## src/design/door_drive_sequencer_defines.svh

```systemverilog
// ----------------------------------------------------------------------------
// door_drive_sequencer_defines.svh
// assertion helpers used by the door drive sequencer top level
// ----------------------------------------------------------------------------
`ifndef DOOR_DRIVE_SEQUENCER_DEFINES_SVH
`define DOOR_DRIVE_SEQUENCER_DEFINES_SVH

// same-cycle implication, held off while reset is low
`define DDS_ASSERT_NOW(label, clk, rst_n, ante, cons) \
    label: assert property (@(posedge clk) disable iff (!(rst_n)) (ante) |-> (cons)) \
        else $error("door drive sequencer check failed");

// next-cycle implication, held off while reset is low
`define DDS_ASSERT_NEXT(label, clk, rst_n, ante, cons) \
    label: assert property (@(posedge clk) disable iff (!(rst_n)) (ante) |=> (cons)) \
        else $error("door drive sequencer check failed");

`endif

```

## src/design/dds_pkg.sv

```systemverilog
// ----------------------------------------------------------------------------
// dds_pkg
// types and constants of the door drive sequencer
// ----------------------------------------------------------------------------
`timescale 1ns / 1ps
`default_nettype none

package dds_pkg;

    // sequencer phases
    typedef enum logic [2:0] {
        PH_IDLE     = 3'd0,
        PH_SETTLE   = 3'd1,
        PH_WAIT_PG  = 3'd2,
        PH_POWERUP  = 3'd3,
        PH_FIRE     = 3'd4,
        PH_TRACK    = 3'd5,
        PH_FINISH   = 3'd6,
        PH_DISABLE  = 3'd7
    } t_phase;

    // fault codes reported on a tick
    typedef enum logic [1:0] {
        FAULT_NONE        = 2'd0,
        FAULT_NO_RESPONSE = 2'd1,
        FAULT_NO_END      = 2'd2
    } t_fault;

    // configuration register indexes
    typedef enum logic [2:0] {
        CFG_SIMUL_MODE   = 3'd0,
        CFG_BOOST_SETTLE = 3'd1,
        CFG_POWERUP      = 3'd2,
        CFG_RESP_TIMEOUT = 3'd3,
        CFG_TRAVEL_TIMEOUT = 3'd4,
        CFG_FINISH       = 3'd5,
        CFG_DEBOUNCE     = 3'd6,
        CFG_LIGHT_HOLD   = 3'd7
    } t_cfg_idx;

    localparam int unsigned CFG_DATA_W = 16;

    // reset values of the configuration registers
    localparam logic [15:0] RST_BOOST_SETTLE   = 16'd250;
    localparam logic [15:0] RST_POWERUP        = 16'd2000;
    localparam logic [15:0] RST_RESP_TIMEOUT   = 16'd2500;
    localparam logic [15:0] RST_TRAVEL_TIMEOUT = 16'd60000;
    localparam logic [15:0] RST_FINISH         = 16'd5000;
    localparam logic [15:0] RST_DEBOUNCE       = 16'd400;
    localparam logic [15:0] RST_LIGHT_HOLD     = 16'd30000;

    // motor direction codes
    localparam logic [1:0] DIR_STOPPED = 2'd0;
    localparam logic [1:0] DIR_UP      = 2'd1;

    // light state bits: bit 0 light on, bit 1 hold counting
    localparam logic [1:0] LIGHT_OFF     = 2'b00;
    localparam logic [1:0] LIGHT_ON      = 2'b01;
    localparam logic [1:0] LIGHT_HOLDING = 2'b11;

    typedef struct packed {
        logic        simul_mode;
        logic [15:0] boost_settle;
        logic [15:0] powerup;
        logic [15:0] resp_timeout;
        logic [15:0] travel_timeout;
        logic [15:0] finish;
        logic [15:0] debounce;
        logic [15:0] light_hold;
    } t_cfg;

    // input beat, first member lands in the top bits
    typedef struct packed {
        logic [1:0] motor_dir;
        logic       boost_good;
        logic       front_button;
        logic       radio_two;
        logic       key_two;
        logic       radio_one;
        logic       key_one;
    } t_item;

    // result beat
    typedef struct packed {
        t_phase phase_now;
        t_fault fault;
        logic   door_is_up;
        logic   light_on;
        logic   pulse_two;
        logic   pulse_one;
        logic   output_enable;
        logic   boost_enable;
    } t_result;

    localparam int unsigned IN_DATA_W  = 8;
    localparam int unsigned OUT_DATA_W = 16;
    localparam int unsigned RESULT_W   = $bits(t_result);

endpackage

`default_nettype wire

```

## src/design/door_drive_sequencer.sv

```systemverilog
// ----------------------------------------------------------------------------
// door_drive_sequencer
// door opener power and trigger sequencer, one beat per millisecond tick
// ----------------------------------------------------------------------------
// channel   direction  width  contents
// s_axis    in         8      sampled buttons, boost good, motor direction
// m_axis    out        16     drives, pulses, light, fault, phase
// cfg       in         3+16   register write, index and data
//
// one beat per clock cycle sustained while the output accepts; a beat waits
// in the input register and its result is loaded into the output register
// the rate is set by the sequencer state update, which runs once per beat
// reset is synchronous and active low; it restores all state but the beat payloads
// a stalled output holds its result while one more input beat may wait
// ----------------------------------------------------------------------------
`timescale 1ns / 1ps
`default_nettype none

`include "door_drive_sequencer_defines.svh"

module door_drive_sequencer #(
    parameter int unsigned TIMER_BITS = 16
) (
    input  wire logic                           i_clk,
    input  wire logic                           i_rst_n,
    // key_one, radio_one, key_two, radio_two, front_button, boost_good, motor_dir[1:0]
    input  wire logic [dds_pkg::IN_DATA_W-1:0]  i_s_axis_tdata,
    input  wire logic                           i_s_axis_tvalid,
    output logic                                o_s_axis_tready,
    // boost_enable, output_enable, pulse_one, pulse_two, light_on, door_is_up,
    // fault[1:0], phase_now[2:0], zero fill
    output logic [dds_pkg::OUT_DATA_W-1:0]      o_m_axis_tdata,
    output logic                                o_m_axis_tvalid,
    input  wire logic                           i_m_axis_tready,
    input  wire logic                           i_cfg_we,
    input  wire logic [2:0]                     i_cfg_index,
    input  wire logic [dds_pkg::CFG_DATA_W-1:0] i_cfg_data
);

    dds_pkg::t_cfg    w_cfg;
    dds_pkg::t_item   r_in;
    dds_pkg::t_result r_out;
    dds_pkg::t_result w_result;
    logic             r_in_valid, n_in_valid;
    logic             r_out_valid, n_out_valid;
    logic             w_out_free, w_step, w_in_acc;

    dds_cfg_regs u_cfg (
        .i_clk       (i_clk),
        .i_rst_n     (i_rst_n),
        .i_cfg_we    (i_cfg_we),
        .i_cfg_index (i_cfg_index),
        .i_cfg_data  (i_cfg_data),
        .o_cfg       (w_cfg)
    );

    dds_seq_core #(
        .TIMER_BITS (TIMER_BITS)
    ) u_core (
        .i_clk    (i_clk),
        .i_rst_n  (i_rst_n),
        .i_step   (w_step),
        .i_item   (r_in),
        .i_cfg    (w_cfg),
        .o_result (w_result)
    );

    // handshake between input register, core and output register
    assign w_out_free      = !r_out_valid || i_m_axis_tready;
    assign w_step          = r_in_valid && w_out_free;
    assign o_s_axis_tready = !r_in_valid || w_step;
    assign w_in_acc        = i_s_axis_tvalid && o_s_axis_tready;

    always_comb begin
        n_in_valid = r_in_valid;
        if (w_in_acc) begin
            n_in_valid = 1'b1;
        end else if (w_step) begin
            n_in_valid = 1'b0;
        end
        n_out_valid = r_out_valid;
        if (w_step) begin
            n_out_valid = 1'b1;
        end else if (i_m_axis_tready) begin
            n_out_valid = 1'b0;
        end
    end

    // valid flags
    always_ff @(posedge i_clk) begin
        if (!i_rst_n) begin
            r_in_valid  <= 1'b0;
            r_out_valid <= 1'b0;
        end else begin
            r_in_valid  <= n_in_valid;
            r_out_valid <= n_out_valid;
        end
    end

    // beat payload registers
    always_ff @(posedge i_clk) begin
        if (w_in_acc) r_in <= dds_pkg::t_item'(i_s_axis_tdata);
        if (w_step)   r_out <= w_result;
    end

    assign o_m_axis_tvalid = r_out_valid;
    assign o_m_axis_tdata  = {{(dds_pkg::OUT_DATA_W - dds_pkg::RESULT_W){1'b0}}, r_out};

    // checks
    `DDS_ASSERT_NEXT(a_in_kept, i_clk, i_rst_n, r_in_valid && !w_step, r_in_valid)
    `DDS_ASSERT_NOW(a_oe_needs_boost, i_clk, i_rst_n,
        r_out_valid && r_out.output_enable, r_out.boost_enable)
    // a retry can coincide with the stop being confirmed, so finish is allowed too
    `DDS_ASSERT_NOW(a_pulse_in_track, i_clk, i_rst_n,
        r_out_valid && (r_out.pulse_one || r_out.pulse_two),
        r_out.phase_now == dds_pkg::PH_TRACK || r_out.phase_now == dds_pkg::PH_FINISH)
    `DDS_ASSERT_NOW(a_fault_to_finish, i_clk, i_rst_n,
        r_out_valid && (r_out.fault != dds_pkg::FAULT_NONE),
        r_out.phase_now == dds_pkg::PH_FINISH)

endmodule

`default_nettype wire

```

## src/design/dds_cfg_regs.sv

```systemverilog
// ----------------------------------------------------------------------------
// dds_cfg_regs
// configuration register file, write only
// ----------------------------------------------------------------------------
`timescale 1ns / 1ps
`default_nettype none

module dds_cfg_regs (
    input  wire logic                           i_clk,
    input  wire logic                           i_rst_n,
    input  wire logic                           i_cfg_we,
    input  wire logic [2:0]                     i_cfg_index,
    input  wire logic [dds_pkg::CFG_DATA_W-1:0] i_cfg_data,
    output dds_pkg::t_cfg                       o_cfg
);

    dds_pkg::t_cfg r_cfg;
    dds_pkg::t_cfg n_cfg;

    // write decode
    always_comb begin
        n_cfg = r_cfg;
        if (i_cfg_we) begin
            case (dds_pkg::t_cfg_idx'(i_cfg_index))
                dds_pkg::CFG_SIMUL_MODE:     n_cfg.simul_mode     = i_cfg_data[0];
                dds_pkg::CFG_BOOST_SETTLE:   n_cfg.boost_settle   = i_cfg_data;
                dds_pkg::CFG_POWERUP:        n_cfg.powerup        = i_cfg_data;
                dds_pkg::CFG_RESP_TIMEOUT:   n_cfg.resp_timeout   = i_cfg_data;
                dds_pkg::CFG_TRAVEL_TIMEOUT: n_cfg.travel_timeout = i_cfg_data;
                dds_pkg::CFG_FINISH:         n_cfg.finish         = i_cfg_data;
                dds_pkg::CFG_DEBOUNCE:       n_cfg.debounce       = i_cfg_data;
                dds_pkg::CFG_LIGHT_HOLD:     n_cfg.light_hold     = i_cfg_data;
                default:                     n_cfg = r_cfg;
            endcase
        end
    end

    // register bank
    always_ff @(posedge i_clk) begin
        if (!i_rst_n) begin
            r_cfg.simul_mode     <= 1'b0;
            r_cfg.boost_settle   <= dds_pkg::RST_BOOST_SETTLE;
            r_cfg.powerup        <= dds_pkg::RST_POWERUP;
            r_cfg.resp_timeout   <= dds_pkg::RST_RESP_TIMEOUT;
            r_cfg.travel_timeout <= dds_pkg::RST_TRAVEL_TIMEOUT;
            r_cfg.finish         <= dds_pkg::RST_FINISH;
            r_cfg.debounce       <= dds_pkg::RST_DEBOUNCE;
            r_cfg.light_hold     <= dds_pkg::RST_LIGHT_HOLD;
        end else begin
            r_cfg <= n_cfg;
        end
    end

    assign o_cfg = r_cfg;

endmodule

`default_nettype wire

```

## src/design/dds_seq_core.sv

```systemverilog
// ----------------------------------------------------------------------------
// dds_seq_core
// sequencer state, timers and per-tick next-state logic
// ----------------------------------------------------------------------------
`timescale 1ns / 1ps
`default_nettype none

module dds_seq_core #(
    parameter int unsigned TIMER_BITS = 16
) (
    input  wire logic           i_clk,
    input  wire logic           i_rst_n,
    input  wire logic           i_step,
    input  wire dds_pkg::t_item i_item,
    input  wire dds_pkg::t_cfg  i_cfg,
    output dds_pkg::t_result    o_result
);

    localparam int unsigned CMP_W = (TIMER_BITS > 16) ? TIMER_BITS : 16;

    // state registers
    dds_pkg::t_phase       r_phase;
    logic [TIMER_BITS-1:0] r_stage, r_resp, r_travel, r_present, r_absent, r_light_cnt;
    logic                  r_resp_run, r_travel_run, r_retry, r_up;
    logic [1:0]            r_deb, r_fire, r_pending, r_light;

    dds_pkg::t_phase       n_phase;
    logic [TIMER_BITS-1:0] n_stage, n_resp, n_travel, n_present, n_absent, n_light_cnt;
    logic                  n_resp_run, n_travel_run, n_retry, n_up;
    logic [1:0]            n_deb, n_fire, n_pending, n_light;

    logic [1:0]            w_want;
    logic [1:0]            w_pulses;
    dds_pkg::t_fault       w_fault;
    logic                  w_present_done;

    // saturating tick count
    function automatic logic [TIMER_BITS-1:0] bump(input logic [TIMER_BITS-1:0] c);
        bump = (&c) ? c : c + 1'b1;
    endfunction

    // timer done test, count against a 16-bit limit
    function automatic logic reached(input logic [TIMER_BITS-1:0] c, input logic [15:0] lim);
        logic [CMP_W-1:0] cw;
        logic [CMP_W-1:0] lw;
        cw = CMP_W'(c);
        lw = CMP_W'(lim);
        reached = (cw >= lw);
    endfunction

    assign w_want = {i_item.key_two | i_item.radio_two,
                     i_item.key_one | i_item.radio_one | i_item.front_button};

    // one tick of the sequencer
    always_comb begin
        n_phase      = r_phase;
        n_stage      = bump(r_stage);
        n_resp       = bump(r_resp);
        n_travel     = bump(r_travel);
        n_present    = bump(r_present);
        n_absent     = bump(r_absent);
        n_light_cnt  = bump(r_light_cnt);
        n_resp_run   = r_resp_run;
        n_travel_run = r_travel_run;
        n_retry      = r_retry;
        n_up         = r_up;
        n_deb        = r_deb;
        n_fire       = r_fire;
        n_pending    = r_pending;
        n_light      = r_light;
        w_pulses     = 2'b00;
        w_fault      = dds_pkg::FAULT_NONE;
        w_present_done = 1'b0;

        case (r_phase)
            dds_pkg::PH_IDLE: begin
                if (|w_want) begin
                    n_light = dds_pkg::LIGHT_ON;
                    n_fire  = i_cfg.simul_mode ? w_want : 2'b01;
                    n_retry = 1'b0;
                    n_stage = '0;
                    n_phase = dds_pkg::PH_SETTLE;
                end
            end
            dds_pkg::PH_SETTLE: begin
                if (reached(n_stage, i_cfg.boost_settle)) n_phase = dds_pkg::PH_WAIT_PG;
            end
            dds_pkg::PH_WAIT_PG: begin
                if (i_item.boost_good) begin
                    n_stage = '0;
                    n_phase = dds_pkg::PH_POWERUP;
                end
            end
            dds_pkg::PH_POWERUP: begin
                if (reached(n_stage, i_cfg.powerup)) n_phase = dds_pkg::PH_FIRE;
            end
            dds_pkg::PH_FIRE: begin
                w_pulses   = r_fire;
                n_resp     = '0;
                n_resp_run = 1'b1;
                n_deb      = 2'b00;
                n_phase    = dds_pkg::PH_TRACK;
            end
            dds_pkg::PH_TRACK: begin
                if (i_item.motor_dir != dds_pkg::DIR_STOPPED) begin
                    // motion seen: start debounce, confirm after the debounce time
                    n_resp_run = 1'b0;
                    if (!n_deb[0]) begin
                        n_present = '0;
                        n_deb[0]  = 1'b1;
                    end
                    if (reached(n_present, i_cfg.debounce)) begin
                        n_up = (i_item.motor_dir == dds_pkg::DIR_UP);
                        if (!n_travel_run) begin
                            n_travel     = '0;
                            n_travel_run = 1'b1;
                        end
                        n_deb[1] = 1'b0;
                    end
                end else begin
                    // no motion: drop an unconfirmed start, debounce the stop
                    w_present_done = n_deb[0] && reached(n_present, i_cfg.debounce);
                    if (n_deb[0] && !w_present_done) n_deb[0] = 1'b0;
                    if (n_travel_run) begin
                        if (!n_deb[1]) begin
                            n_absent = '0;
                            n_deb[1] = 1'b1;
                        end
                        if (reached(n_absent, i_cfg.debounce)) begin
                            n_travel_run = 1'b0;
                            n_stage      = '0;
                            n_phase      = dds_pkg::PH_FINISH;
                        end
                    end
                    // silent motor: one retry, then a fault
                    if (n_resp_run && reached(n_resp, i_cfg.resp_timeout) && !n_travel_run) begin
                        if (!n_retry) begin
                            n_retry  = 1'b1;
                            w_pulses = r_fire;
                            n_resp   = '0;
                        end else begin
                            w_fault = dds_pkg::FAULT_NO_RESPONSE;
                            n_stage = '0;
                            n_phase = dds_pkg::PH_FINISH;
                        end
                    end
                end
                // end-of-travel timeout
                if (n_travel_run && reached(n_travel, i_cfg.travel_timeout)) begin
                    w_fault = dds_pkg::FAULT_NO_END;
                    n_stage = '0;
                    n_phase = dds_pkg::PH_FINISH;
                end
                // latch requests for replay
                if (|w_want) begin
                    n_pending = i_cfg.simul_mode ? (n_pending | w_want) : 2'b01;
                end
            end
            dds_pkg::PH_FINISH: begin
                if (reached(n_stage, i_cfg.finish)) begin
                    if (|n_pending) begin
                        n_fire    = n_pending;
                        n_pending = 2'b00;
                        n_retry   = 1'b0;
                        n_light   = n_light & dds_pkg::LIGHT_ON;
                        n_phase   = dds_pkg::PH_FIRE;
                    end else begin
                        if (n_light == dds_pkg::LIGHT_ON) begin
                            n_light     = dds_pkg::LIGHT_HOLDING;
                            n_light_cnt = '0;
                        end
                        n_phase = dds_pkg::PH_DISABLE;
                    end
                end
            end
            default: begin
                n_resp_run   = 1'b0;
                n_travel_run = 1'b0;
                n_deb        = 2'b00;
                n_phase      = dds_pkg::PH_IDLE;
            end
        endcase

        // light hold expiry
        if (n_light == dds_pkg::LIGHT_HOLDING && reached(n_light_cnt, i_cfg.light_hold)) begin
            n_light = dds_pkg::LIGHT_OFF;
        end
    end

    // result of this tick
    always_comb begin
        o_result.phase_now     = n_phase;
        o_result.fault         = w_fault;
        o_result.door_is_up    = n_up;
        o_result.light_on      = n_light[0];
        o_result.pulse_two     = w_pulses[1];
        o_result.pulse_one     = w_pulses[0];
        o_result.output_enable = (n_phase >= dds_pkg::PH_POWERUP);
        o_result.boost_enable  = (n_phase != dds_pkg::PH_IDLE);
    end

    // state update, one tick per accepted beat
    always_ff @(posedge i_clk) begin
        if (!i_rst_n) begin
            r_phase      <= dds_pkg::PH_IDLE;
            r_stage      <= '0;
            r_resp       <= '0;
            r_travel     <= '0;
            r_present    <= '0;
            r_absent     <= '0;
            r_light_cnt  <= '0;
            r_resp_run   <= 1'b0;
            r_travel_run <= 1'b0;
            r_retry      <= 1'b0;
            r_up         <= 1'b0;
            r_deb        <= 2'b00;
            r_fire       <= 2'b00;
            r_pending    <= 2'b00;
            r_light      <= dds_pkg::LIGHT_OFF;
        end else if (i_step) begin
            r_phase      <= n_phase;
            r_stage      <= n_stage;
            r_resp       <= n_resp;
            r_travel     <= n_travel;
            r_present    <= n_present;
            r_absent     <= n_absent;
            r_light_cnt  <= n_light_cnt;
            r_resp_run   <= n_resp_run;
            r_travel_run <= n_travel_run;
            r_retry      <= n_retry;
            r_up         <= n_up;
            r_deb        <= n_deb;
            r_fire       <= n_fire;
            r_pending    <= n_pending;
            r_light      <= n_light;
        end
    end

endmodule

`default_nettype wire

```

## config.mk

```make
export PLATFORM = sky130hd
export DESIGN_NAME = door_drive_sequencer
export DESIGN_NICKNAME = d
export VERILOG_FILES = /design/src/design/dds_pkg.sv /design/src/design/door_drive_sequencer.sv /design/src/design/dds_cfg_regs.sv /design/src/design/dds_seq_core.sv
export VERILOG_INCLUDE_DIRS = /design/src /design/src/design
export SDC_FILE = /design/constraint.sdc
export NUM_CORES = 1
export LEC_CHECK = 0
export BUFFER_PORTS_ARGS = -buffer_cell sky130_fd_sc_hd__clkbuf_2
export CAP_MARGIN = 20
export CORE_ASPECT_RATIO = 1.5
export CORE_UTILIZATION = 30
export CTS_BUF_LIST = sky130_fd_sc_hd__clkbuf_8 sky130_fd_sc_hd__clkbuf_16
export CTS_CLUSTER_DIAMETER = 200
export DETAILED_ROUTE_END_ITERATION = 10
export PLACE_DENSITY_LB_ADDON = 0.05
export SLEW_MARGIN = 20
export SYNTH_ARGS = -nofsm -noshare
export SYNTH_HDL_FRONTEND = slang
export SYNTH_SLANG_ARGS = --single-unit
```

## constraint.sdc

```tcl
create_clock -name i_clk -period 10.85 [get_ports i_clk]
set_input_delay 0.5425 -clock i_clk [delete_from_list [all_inputs] [get_ports i_clk]]
set_output_delay 0.5425 -clock i_clk [all_outputs]
set_load 0.01 [all_outputs]
```

-- Word-level counts from Yosys, hierarchy flattened
Cells that the tools add are included.
- memory bits (read-only): 0
- word-level logic and storage cells: 246
- latch bits: 0
- memories kept: 0
- flip-flop bits (word level): 245
- RAM bits: 0
- order comparisons: 10
- shifts and indexed selects: 0
- div/mod/pow operators: 0
- mux-type cells: 105
- multiply operators: 0
- reductions and logical operators: 49
- bitwise gates (word level): 8
- add/sub/neg operators: 6
- equal/unequal tests: 26
- operators by type and width (cell ; number):
    16-bit 2-to-1 mux ; 38
    16-bit >= comparator ; 9
    16-bit by 1-bit adder with 16-bit output, second input constant ; 6
    16-bit AND reduction ; 6
    16-bit case mux with 3 select lines ; 1
    2-bit 2-to-1 mux ; 21
    3-bit 2-to-1 mux ; 11
    16-bit case mux with 2 select lines ; 1
    1-bit 2-to-1 mux ; 24
    3-bit equality test, second input constant ; 7
    3-bit case mux with 7 select lines ; 1
    2-bit case mux with 2 select lines ; 5
    2-bit AND reduction ; 9
    3-bit by 2-bit equality test with 1-bit output, second input constant ; 4
    2-bit by 1-bit inequality test with 1-bit output, second input constant ; 6
    5-bit AND reduction ; 2
    2-bit nonzero test ; 5
    1-bit logical AND ; 8
    7-bit AND reduction ; 1
    3-bit by 1-bit equality test with 1-bit output, second input constant ; 2
    3-bit logical NOT ; 2
    3-bit by 1-bit inequality test with 1-bit output, second input constant ; 2
    1-bit case mux with 3 select lines ; 2
    3-bit AND reduction ; 2
    other kinds (17) ; 29

-- Logic depth before layout (Yosys ltp)
- word-level depth: 18
- gate-level depth with buffers: 28

-- By module
A second synthesis with hierarchy kept.
- cells, all modules: 1878
- area total of the unflattened synthesis: 15756.4 um^2
- modules (own cells, without submodules) (module ; instances ; area each (um^2) ; cells each ; sequential area each (um^2)):
    dds_seq_core ; 1 ; 10642.7 ; 1430 ; 2222.1
    dds_cfg_regs ; 1 ; 4398.0 ; 414 ; 2262.2
    door_drive_sequencer ; 1 ; 715.7 ; 34 ; 610.6

-- Least setup slack after synthesis
Ideal clock, no wire load.
- path type: flip-flop to flip-flop
- from: reg u_core.r_present[4]
- to: reg u_core.r_stage[14]
- period minus slack after synthesis: 5438 ps
- data required time: 10791 ps
- stages on the path, launching flop included: 27
- path buffers: 3
- path slack: 5412 ps
- setup time: 59 ps
- arrival time: 5378 ps
- path through: dfxtp_1 -> buf_2 -> and4_1 -> nand4_2 -> nor4_4 -> nor2_2 -> and4_4 -> xor2_1 -> and2_1 -> ha_1 -> o211ai_1 -> o21ai_0 -> nand3_1 -> o21ai_1 -> nand2_1 -> nor2_1 -> clkbuf_1 -> nor2_1 -> ha_1 -> a211oi_1 -> nor2_1 -> nor4b_1 -> a211oi_1 -> a31oi_1 -> and2_4 -> buf_6 -> a22o_1
- word-level cells in the longest chain between the ends: 13
- elaborated cells on any way between the ends: 17
- ends and longest elaborated chain (element ; line ; source):
    from (decl) ; dds_seq_core.sv:23 ; logic [TIMER_BITS-1:0] r_stage, r_resp, r_travel, r_present, r_absent, r_light_cnt;
    from (signal assigned) ; dds_seq_core.sv:225 ; r_present <= n_present;
    16-bit by 1-bit adder with 16-bit output or 16-bit AND reduction (tied branches) ; dds_seq_core.sv:39 ; bump = (&c) ? c : c + 1'b1;
    16-bit 2-to-1 mux * ; dds_seq_core.sv:39 ;
    16-bit 2-to-1 mux * ; dds_seq_core.sv:108 ; if (!n_deb[0]) begin
    16-bit 2-to-1 mux * ; dds_seq_core.sv:105 ; if (i_item.motor_dir != dds_pkg::DIR_STOPPED) begin
    16-bit 2-to-1 mux * ; dds_seq_core.sv:75 ; case (r_phase)
    16-bit >= comparator * ; dds_seq_core.sv:48 ; reached = (cw >= lw);
    16-bit 2-to-1 mux ; dds_seq_core.sv:112 ; if (reached(n_present, i_cfg.debounce)) begin
    16-bit 2-to-1 mux ; dds_seq_core.sv:105 ;
    16-bit 2-to-1 mux ; dds_seq_core.sv:75 ;
    16-bit >= comparator ; dds_seq_core.sv:48 ;
    1-bit logical AND * ; dds_seq_core.sv:149 ; if (n_travel_run && reached(n_travel, i_cfg.travel_timeout)) begin
    16-bit 2-to-1 mux * ; dds_seq_core.sv:149 ;
    16-bit case mux with 3 select lines * ; dds_seq_core.sv:75 ;
    to (signal assigned) ; dds_seq_core.sv:222 ; r_stage <= n_stage;
    to (decl) ; dds_seq_core.sv:23 ;
Mark *: on every way between the ends. The rest lies on a longest branch, timed or not. The select of a mux whose other input is x is not followed.
A chain may end at the register's enable or synchronous reset.

-- Final worst setup path
Ends and elaborated chain as after synthesis.

==> metrics.yaml <==
worst_setup_path:
  path_buf_inv: 0
  cpPeakStageDelay_ns: 0.73
  critPathMaxFanout: 15
  worstPathRequired_ns: 11.31
  crit_slowest_cell: "nor2_1"
  worstPathCellList: "and4_1 -> nand4_2 -> nor4_4 -> nor2_2 -> and4_4 -> xor2_1 -> and2_1 -> ha_1 -> o211ai_1 -> o21ai_0 -> nand3_1 -> o21ai_1 -> nand2_1 -> nor2_1 -> nor3_1 -> ha_1 -> nand4_1 -> a211oi_1 -> nand2_1 -> a211oi_1 -> a31oi_1 -> and2_4 -> a22o_1"
  critical_path_class: "reg -> reg"
  cp-end-kind: "register"
  crit_arrival_ns: 7.04
  critPathLaunchType: "register"
  crit_family: "simple AND/OR/NAND/NOR gates"
global_routing:
  grt_max_degree: 54
  antenna_found_initial: 0
  grt_pass1_wl_mm: 79.0
  track_usage_pct: 20.2
  grt_pass1_vias: 13300
  overflow: 0
synthesis:
  yosys-top-cells-count: "329 x nand2_1, 226 x dfxtp_1, 158 x a21oi_1"
  synth_edf_count: 19
  ys_ff_latch: 245
  netlist_area_mm2: 0.0151
  yosysMostFrequentCell: "nand2_1"
  netlist_instances: 1907
  synth_flop_cell: "dfxtp_1"
  synth.avg_cell_area_um2: 7.93
  async_flop_share_pct: 0
  synth_cell_types: 85
  synth_top_area_share_pct: 29.9
  synth_seq_area_share_pct: 33.7
  yosysTopAreaCell: "dfxtp_1"
  ys_warn_count: 0
  synth.area.top_cells: "dfxtp_1 30%, ha_1 12%, nand2_1 8.2%"
routing:
  finalWirelength_mm: 51.2
  drc: 0
  first_pass_iters: 5
  wl_per_cell_um: 19.6
  ant_nets: 0
  via_per_inst: 5.15
  num_vias: 13400
  drt_first_iter_violations: 641
clock_tree:
  cts_hold_buf: 0
  post_cts_buffers: 0
  path_clk_slew_ns: 0.06
  h-tree-depth: 1
  cts.sinks: 245
  cts_tree: "done"
  clkLatencyLatePin_ns: 0.60
  cts.repair.resized: 0
  root_buffer: "clkbuf_16"
  cts_inserted_buffers: 30
  clockBufferDepth: 3
die:
  die_y_um: 277
  die_area_mm2: 0.0513
  die_w_um: 185
  initial_utilization_pct: 30.5
  core_area_mm2: 0.0497
  ios: 50
  std_cell_rows: 100
sta:
  report.final.slew_viol_count: 0
  fin_crit_ns: 6.58
  hold_ws_ns: 0.118
  worstMarginPinSlew_ns: 0.972
  hold_violations: 0
  tns_ns: 0
  finalCritPeriodShare_pct: 60.7
  fin_worst_skew_ns: 0.0314
  relSlewSlack_pct: 35.2
  rsz0062_at_grt: "no"
  setup_violations: 0
  max_freq_ghz: 0.152
pwr:
  irDropWorstVdd_mv: 0.135
  power_density_mw_per_mm2: 128
  leakagePower_nw: 6.85
place:
  portBuffers: 44
  dpl.cell_count: 2553
  placed_cell_area_mm2: 0.0160
  place.gp.congestion: 0.815
  dp_hpwl_mm: 37.3
hold_path:
  hold_path.class: "in -> reg"
layout:
  fin_nets: 2104
  syn2layout_area_growth_pct: 12.5
  multi_input_area_mm2: 0.00917
  fin_cells: 2609
  layout-drive-gt1-share_pct: 8.07
  antenna_cells: 0
  final_area_mm2: 0.0170
  fillers: 5322
  seq_area_mm2: 0.00509
  final_util_pct: 34.2
run_status:
  status: "complete, no violations"
job:
  drv_cap: 0
-- worst register-to-register path, cell delays in order, from the launching register on --
cell	delay [ns]
dfxtp_1	0.46
and4_1	0.28
nand4_2	0.18
nor4_4	0.55
nor2_2	0.13
and4_4	0.24
xor2_1	0.15
and2_1	0.16
ha_1	0.29
o211ai_1	0.09
o21ai_0	0.19
nand3_1	0.12
o21ai_1	0.41
nand2_1	0.16
nor2_1	0.73
nor3_1	0.15
ha_1	0.33
nand4_1	0.12
a211oi_1	0.26
nand2_1	0.11
a211oi_1	0.50
a31oi_1	0.33
and2_4	0.34
a22o_1	0.19
-- power by group --
part	switching (mW)	internal, mW	leakage (nW)	total [mW]
logic	0.129	0.0557	4.33	0.185
registers	0.0171	0.933	2.01	0.950
clock network	0.433	0.600	0.511	1.03
-- worst paths after layout --
check	slack [ns]	from	cells after the start	to
worst max-delay path	4.27	u_core.r_present[4]$_SDFFE_PN0P_	23	u_core.r_stage[14]$_SDFFE_PN0P_
worst min-delay path	0.12	i_s_axis_tdata[0]	1	r_in[0]$_DFFE_PP_
worst max register to register	4.27	u_core.r_present[4]$_SDFFE_PN0P_	23	u_core.r_stage[14]$_SDFFE_PN0P_
worst min register to register	0.44	u_core.r_present[11]$_SDFFE_PN0P_	2	u_core.r_present[11]$_SDFFE_PN0P_
-- logic make-up (layout without fill, tap and decap cells) --
| kind of cell | after synthesis | after routing | synth area share [%] |
|---|---|---|---|
| mux | 14 | 14 | 0.943 |
| compound gates | 475 | 475 | 20.2 |
| buf+inv | 224 | 259 | 5.95 |
| other cells | 1 | 5 | 0.0248 |
| simple gates | 733 | 733 | 23.0 |
| flops | 245 | 245 | 33.7 |
| fa+ha+maj | 150 | 150 | 12.4 |
| xor+xnor | 65 | 65 | 3.76 |
-- cell usage in the layout (no fill, tap or decap), types with 6 or more instances in the layout --
master	n
a21oi_1	158
a211oi_1	22
nor2_2	6
ha_1	150
nand2b_1	18
o31ai_1	7
or4_1	6
clkbuf_2	44
o211ai_1	47
and4_1	13
xor2_1	23
a31oi_1	52
mux2i_1	12
nor2b_1	9
o21ai_0	69
nor3_1	28
nand4_1	37
dfxtp_1	226
nor4_1	6
nand3b_1	8
inv_1	133
o22ai_1	6
a2111oi_0	6
buf_4	26
xnor2_1	42
a22o_1	30
and3_1	25
edfxtp_1	19
or3_1	7
and2_1	30
nand2_1	328
o21a_1	9
clkinv_2	10
clkinv_1	6
a21o_1	20
nand3_1	60
clkbuf_16	30
nor2_1	121
-- per-stage QoR --
step / setup WS (ns) / power (mW)
5_1_grt: 3.54 / 2.27
2_1_floorplan: 5.41 / 1.08
4_1_cts: 4.21 / 2.21
3_5_place_dp: 4.24 / 1.16
3_3_place_gp: 4.46 / 1.16
6_report: 4.27 / 2.17
-- state kept, by name, summed over array words and instances, names as in the netlist, 2 cells and up --
signal / cells
o_m_axis_tdata: 11
r_in: 8
u_cfg.o_cfg: 113
u_core.r_absent: 16
u_core.r_deb: 2
u_core.r_fire: 2
u_core.r_light: 2
u_core.r_light_cnt: 16
u_core.r_pending: 2
u_core.r_phase: 3
u_core.r_present: 16
u_core.r_resp: 16
u_core.r_stage: 16
u_core.r_travel: 16
-- per-layer routing --
metal | up-vias | share of wire [%] | global-route usage (%)
li1 | 6798 | - | -
met3 | 77 | 2.9 | 1.75
met5 | - | 0 | 0
met1 | 6319 | 42 | 24.2
met4 | 0 | 4.1 | 8.12
met2 | 237 | 51 | 36.5
-- area by class of cell --
type,instances,area share (%)
Tap cell,663,4.88
Multi-Input combinational cell,1442,53.9
Timing Repair Buffer,70,2.44
Sequential cell,245,30.0
Inverter,133,2.94
Clock inverter,22,1.12
Clock buffer,34,4.74
Note: power is estimated with default switching activity, not from simulation.
